[src/rtl/core/slt_pkg.sv]
// ============================================================================
// slt_pkg - shared types and codes for the sorted list table
// Action and status codes, cell command set and cell control word.
// ============================================================================
`timescale 1ns / 1ps

package slt_pkg;

    localparam int DATA_W = 32;

    // request actions
    localparam logic [1:0] ACT_INSERT = 2'd0;
    localparam logic [1:0] ACT_DELETE = 2'd1;
    localparam logic [1:0] ACT_DEDUPE = 2'd2;
    localparam logic [1:0] ACT_DUMP   = 2'd3;

    // result status
    localparam logic [1:0] ST_OK        = 2'd0;
    localparam logic [1:0] ST_FULL      = 2'd1;
    localparam logic [1:0] ST_NOT_FOUND = 2'd2;
    localparam logic [1:0] ST_EMPTY     = 2'd3;

    // what each cell flags on the search chain
    typedef enum logic [1:0] {
        SCAN_INS,
        SCAN_DEL,
        SCAN_DUP
    } t_scan;

    // what each cell does at the next edge
    typedef enum logic [2:0] {
        CMD_HOLD,
        CMD_INSERT,
        CMD_REMOVE,
        CMD_ROTATE,
        CMD_CLEAR
    } t_cmd;

    typedef struct packed {
        t_scan              scan;
        t_cmd               cmd;
        logic               descending;
        logic [DATA_W-1:0]  operand;
    } t_cell_ctrl;

endpackage

[src/rtl/core/slt_cell.sv]
// ============================================================================
// slt_cell - one slot of the sorted list table
// Holds one entry and its duplicate mark; compares against the broadcast
// operand, joins the first-hit chain and shifts or rotates with neighbours.
// ============================================================================
`timescale 1ns / 1ps

module slt_cell (
    input  logic                        i_clk,
    input  slt_pkg::t_cell_ctrl         i_ctrl,
    input  logic                        i_valid,
    input  logic                        i_tail,
    input  logic                        i_first_free,
    input  logic                        i_mark_en,
    input  logic [slt_pkg::DATA_W-1:0]  i_left_entry,
    input  logic                        i_left_dup,
    input  logic [slt_pkg::DATA_W-1:0]  i_right_entry,
    input  logic                        i_right_dup,
    input  logic [slt_pkg::DATA_W-1:0]  i_head_entry,
    input  logic                        i_head_dup,
    input  logic                        i_hit,
    output logic                        o_hit,
    output logic                        o_first,
    output logic [slt_pkg::DATA_W-1:0]  o_entry,
    output logic                        o_dup
);
    import slt_pkg::*;

    logic [DATA_W-1:0] r_entry, n_entry;
    logic              r_dup, n_dup;
    logic              w_eq, w_ahead, w_flag;

    assign w_eq    = (r_entry == i_ctrl.operand);
    assign w_ahead = i_ctrl.descending ? ($signed(r_entry) > $signed(i_ctrl.operand))
                                       : ($signed(r_entry) < $signed(i_ctrl.operand));

    always_comb begin
        case (i_ctrl.scan)
            SCAN_INS: w_flag = (i_valid & ~w_ahead) | i_first_free;
            SCAN_DEL: w_flag = i_valid & w_eq;
            SCAN_DUP: w_flag = i_valid & r_dup;
            default:  w_flag = 1'b0;
        endcase
    end

    assign o_hit   = i_hit | w_flag;
    assign o_first = w_flag & ~i_hit;
    assign o_entry = r_entry;
    // mark travels with the entry as it rotates
    assign o_dup   = r_dup | (i_mark_en & w_eq);

    always_comb begin
        n_entry = r_entry;
        n_dup   = r_dup;
        case (i_ctrl.cmd)
            CMD_INSERT: begin
                if (o_first) begin
                    n_entry = i_ctrl.operand;
                    n_dup   = 1'b0;
                end else if (i_hit) begin
                    n_entry = i_left_entry;
                    n_dup   = i_left_dup;
                end
            end
            CMD_REMOVE: begin
                if (o_hit) begin
                    n_entry = i_right_entry;
                    n_dup   = i_right_dup;
                end
            end
            CMD_ROTATE: begin
                if (i_valid && i_tail) begin
                    n_entry = i_head_entry;
                    n_dup   = i_head_dup;
                end else if (i_valid) begin
                    n_entry = i_right_entry;
                    n_dup   = i_right_dup;
                end
            end
            CMD_CLEAR: n_dup = 1'b0;
            default: ;
        endcase
    end

    always_ff @(posedge i_clk) begin
        r_entry <= n_entry;
        r_dup   <= n_dup;
    end

endmodule

[config.mk]
export PLATFORM = sky130hd
export DESIGN_NAME = slt_cell
export DESIGN_NICKNAME = d
export VERILOG_FILES = /design/src/rtl/core/slt_pkg.sv /design/src/rtl/core/slt_cell.sv
export SDC_FILE = /design/constraint.sdc
export NUM_CORES = 1
export LEC_CHECK = 0
export BUFFER_PORTS_ARGS = -buffer_cell sky130_fd_sc_hd__buf_4
export CAP_MARGIN = 20
export CORE_MARGIN = 2
export CORE_UTILIZATION = 25
export DETAILED_ROUTE_END_ITERATION = 8
export SLEW_MARGIN = 20
export SYNTH_ARGS = -nofsm -noshare
export SYNTH_HDL_FRONTEND = slang
export SYNTH_SLANG_ARGS = --single-unit
[constraint.sdc]
create_clock -name i_clk -period 8.9 [get_ports i_clk]
set_input_delay 0 -clock i_clk [delete_from_list [all_inputs] [get_ports i_clk]]
set_output_delay 0 -clock i_clk [all_outputs]
set_load 0.02 [all_outputs]
* Yosys cells after proc, flatten, opt, wreduce, memory -nomap -nowiden *
Index checks and enable logic that the tools add are counted.

word-level totals
  bits in registers = 33
  output and inout port bits = 35

cells by class
  magnitude comparators = 2
  equality and inequality tests = 10
  mux-type cells = 14
  bitwise gates (word level) = 10
  reduce and logical (&&, ||, !) cells = 6

operators with widths
  cell                count
  $mux 32             5
  $pmux 32 s3         1
  $eq 32x32->1        1
  $gt 32x32->1        1
  $lt 32x32->1        1
  $reduce_and 4->1    2
  $eq 3x2->1 const B  2
  $mux 1              6
  $ne 3x3->1 const B  2
  $and 1x1->1         5
  $pmux 1 s4          1
  $reduce_bool 4->1   1
  $eq 3x1->1 const B  1
  $eq 3x3->1 const B  1
  $or 1x1->1          3
  $pmux 1 s3          1
  $reduce_bool 3->1   1
  $eq 2x1->1 const B  1
  $eq 2x2->1 const B  1
  $logic_not 2->1     1
  $ne 2x2->1 const B  1
  $not 1->1           2
  $logic_and 1x1->1   1

* Depth between registers and ports, before layout *
  depth after elaboration = 9
  depth in mapped cells = 11

* Worst setup path before layout *
Ideal clock, no wire load.

  path kind = reg2reg
  start = reg r_entry[14] (netlist: o_entry[14])
  end = reg r_entry[0] (netlist: o_entry[0]) (enable)
  library setup time = 432 ps
  arrival time = 3900 ps
  required time = 8468 ps
  path slack = 4567 ps
  stages on the path, launching flop included = 10
  path buffers = 0
  clock period less this slack = 4333 ps
  cell sequence = edfxtp_1 > ha_1 > a21oi_2 > nand2_1 > a221o_1 > or3_1 > o2111a_1 > a211oi_1 > o31ai_1 > a21oi_1

between the ends
  cells in the longest elaborated chain, start to end = 9
  elaborated cells between the ends (all ways) = 14
  classes of those cells = order compare: 2; eq/ne: 3; mux: 2; bitwise: 6; reduce/logical: 1

ends and longest elaborated chain
  item                                                line                            source
  start, declared                                     slt_cell.sv:29                  logic [DATA_W-1:0] r_entry, n_entry;
  start signal, assigned                              slt_cell.sv:86                  r_entry <= n_entry;
  $lt 32x32->1 or $gt 32x32->1 (tied branches)        slt_cell.sv:35, slt_cell.sv:34
  $mux 1                                              slt_cell.sv:34                  assign w_ahead = i_ctrl.descending ? ($signed(r_entry) > $signed(i_ctrl.operand))
  $not 1->1                                           slt_cell.sv:39                  SCAN_INS: w_flag = (i_valid & ~w_ahead) | i_first_free;
  $and 1x1->1                                         slt_cell.sv:39
  $or 1x1->1                                          slt_cell.sv:39
  $pmux 1 s3 (*)                                      slt_cell.sv:38                  case (i_ctrl.scan)
  $and 1x1->1 or $or 1x1->1 (tied branches)           slt_cell.sv:47, slt_cell.sv:46
  $ne 3x3->1 (no line) or $ne 2x2->1 (tied branches)  --
  $reduce_and 4->1 (no line) (*)                      --

Every way passes the cells marked *; elsewhere a longest branch is shown, timed or not.
A chain may end at the register's enable or synchronous reset.

* Final worst setup path *
  start = reg r_entry[14] (netlist: o_entry[14])
  end = reg r_entry[14] (netlist: o_entry[14]) (data pin)

between the ends
  cells in the longest elaborated chain, start to end = 9
  elaborated cells between the ends (all ways) = 12
  classes of those cells = order compare: 2; eq/ne: 1; mux: 4; bitwise: 5

ends and longest elaborated chain
  item                                          line                            source
  $lt 32x32->1 or $gt 32x32->1 (tied branches)  slt_cell.sv:35, slt_cell.sv:34
  $mux 1                                        slt_cell.sv:34
  $not 1->1                                     slt_cell.sv:39
  $and 1x1->1                                   slt_cell.sv:39
  $or 1x1->1                                    slt_cell.sv:39
  $pmux 1 s3 (*)                                slt_cell.sv:38
  $and 1x1->1 (*)                               slt_cell.sv:47                  assign o_first = w_flag & ~i_hit;
  $mux 32 (*)                                   slt_cell.sv:57                  if (o_first) begin
  $pmux 32 s3 (*)                               slt_cell.sv:55                  case (i_ctrl.cmd)
  net n_entry[14]                               slt_cell.sv:29

The timed path passes the listed nets; every way through them passes the cells marked *.

==> results.cfg <==
[layout]
nets = 680
num-fill-cells = 1304
most-common-layout-cells = buf_4 (179), inv_1 (39), nor2_1 (38), ha_1 (35)
drive_gt1_frac = 0.390
synthToLayoutAreaGrowth_pct = 50.3
n_antenna_cell = 0
final_common_cell = buf_4
fin_area_um2 = 4870

[critical_path]
crit_slowest_cell = a2111o_1
critPathLaunchType = flip-flop
r2r-start = o_entry[14]
startpoint = o_entry[14]
crit_path_end_kind = flip-flop
crit_chain = ha_1, nand4_1, nor4_1, a21boi_0, or3_1, o2111a_1, a2111o_1, nand2_2, a311o_1
critPathMaxFanout = 35
worstPathRequired_ps = 8930
crit_arrival_ps = 4720
worstSetupPathType = reg -> reg
max_stage_delay_ps = 880

[detailed_routing]
route.detailed.wl_per_inst_um = 17.1
routed_wl_mm = 11.6
via_per_inst = 5.05
dr.pass1.iters = 4
drc = 0
drt_iter0_drc = 185
num_vias = 3408
detail-route-antenna-nets = 0

[timing]
final_hold_viol_count = 0
slew_headroom = 0.237
report.final.slew_viol_count = 0
grt_setup_unrepaired = false
setup-tns-final_ps = 0
period_share = 0.527
setup-violations-final = 0
period_needed_ps = 4690
finClkSkew_ps = 6.53
fmax_mhz = 213
tightest_slew_ps = 1140

[clock_tree]
cts.sinks = 33
cts_root_buffer = clkbuf_16
ctsResizeCount = 0
post_cts_buffers = 0
holdBufCountCts = 0
path_clk_slew_ps = 60
cts_max_level = 2
cts_buffers = 5
clock_latency_ps = 280
clock_path_buffers = 2
cts_tree = built

[pwr]
ir_drop_v = 0.0000671
p_per_area_nw_per_um2 = 114
p_leak_nw = 2.42

[hold_path]
hp-start = i_ctrl[25]
hold_class = in -> reg

[placed_design]
gp_congestion = 0.816
dp_hpwl_mm = 8.97
placed_area_um2 = 4730
port_buffers = 177

[yosys]
yosysTopAreaCell = edfxtp_1
syn_area_um2 = 3240
synth_cells = 338
ys_types = 39
yosysWarnings = 0
avgSynthCellArea_um2 = 9.58
ys_seq_area_frac = 0.306
ys_ff_latch = 33
synthesis.nets = 516
synth_area_leaders = edfxtp_1 (31%), ha_1 (14%), mux2i_1 (10%)
netlist.area_leader.share = 0.306

[die]
dieArea_um2 = 13900
die_w_um = 118
row_count = 41
core_um2 = 12600
start_util = 0.257
io_pins = 178
die_height_um = 118

[grt]
grt_use_total = 0.157
grt_max_degree = 55
grt_pass1_wl_mm = 17.7
grt_pass1_vias = 3400
antenna_found_initial = 0
grt-ovfl-total = 0

[status]
status = completed

[run]
cap_violations = 0
[final timing paths]
check	end	slack (ps)	depth (start not counted)
max	o_entry[14]	4210	9
min	o_entry[25]	50	2
max reg2reg	o_entry[14]	4210	9
min reg2reg	r_dup	1390	6
[worst max-delay path: cells and delay by family (launching register included)]
kind	cells	cell delay [ps]
flops	1	410
compound gates	4	1950
fa+ha+maj	1	350
simple gates	4	1700
[cell usage after synthesis, drive strengths merged]
master and number:
clkbuf 14, o21bai 1, nand3b 1, a32o 1
inv 39, o2111ai 1, edfxtp 33, mux2i 33
nor2b 3, nand2 10, o21ai 5, nand3 6
xor2 1, or3 2, nor4 2, o2111a 1
a21oi 12, nor2 38, a311o 32, ha 35
o211ai 4, a21boi 1, nand4 6, a221o 1
a21o 1, mux2 1, a211o 1, and4 33
o31ai 2, a41o 1, a31oi 3, a211oi 3
o221a 1, a2111o 1, buf 9
[cell families after synthesis]
kind of cell	after synthesis	share of synthesized area
buffers and inverters	62	0.0823
multiplexers	34	0.105
AND/OR/NAND/NOR	101	0.183
adder cells (fa/ha/maj)	35	0.135
flip-flops	33	0.306
AO/OA/AOI/OAI	72	0.185
XOR/XNOR	1	0.00270
[state kept, by name, indices dropped and copies added (netlist names)]
| signal | cells |
|---|---|
| o_entry | 32 |
| r_dup | 1 |
[metal layers]
| layer | up-vias | global-route usage | wire length, um |
|---|---|---|---|
| met1 | 1625 | 0.202 | 5030 |
| met5 | - | 0 | 0 |
| li1 | 1645 | - | - |
| met2 | 121 | 0.265 | 5580 |
| met4 | 0 | 0.0384 | 163 |
| met3 | 17 | 0.0383 | 786 |
[report_power, final]
group | internal (mW) | switching, mW | total, mW
sequential | 0.187 | 0.00654 | 0.193
combinational | 0.0987 | 0.0886 | 0.187
clock | 0.103 | 0.0696 | 0.172
[metrics by stage]
step	power [mW]	hold slack, ps	instances	util	setup WS (ps)
after floorplan	0.291	186	338	-	4570
after global placement	0.379	322	666	0.372	3970
after detailed placement	0.384	331	667	0.375	4300
after CTS	0.555	41.8	675	0.386	4260
after global routing	0.580	41.1	675	0.386	3960
final	0.553	45.9	675	0.386	4210
[cell type report]
class / count / area (um2) / share of cell area
Inverter: 39 / 146 / 0.0301
Clock buffer: 6 / 129 / 0.0265
Multi-Input combinational cell: 243 / 2010 / 0.412
Timing Repair Buffer: 180 / 1370 / 0.282
Tap cell: 172 / 215 / 0.0442
Clock inverter: 2 / 10.0 / 0.00206
Sequential cell: 33 / 991 / 0.204
No activity file was read; power rests on OpenSTA's default activity.
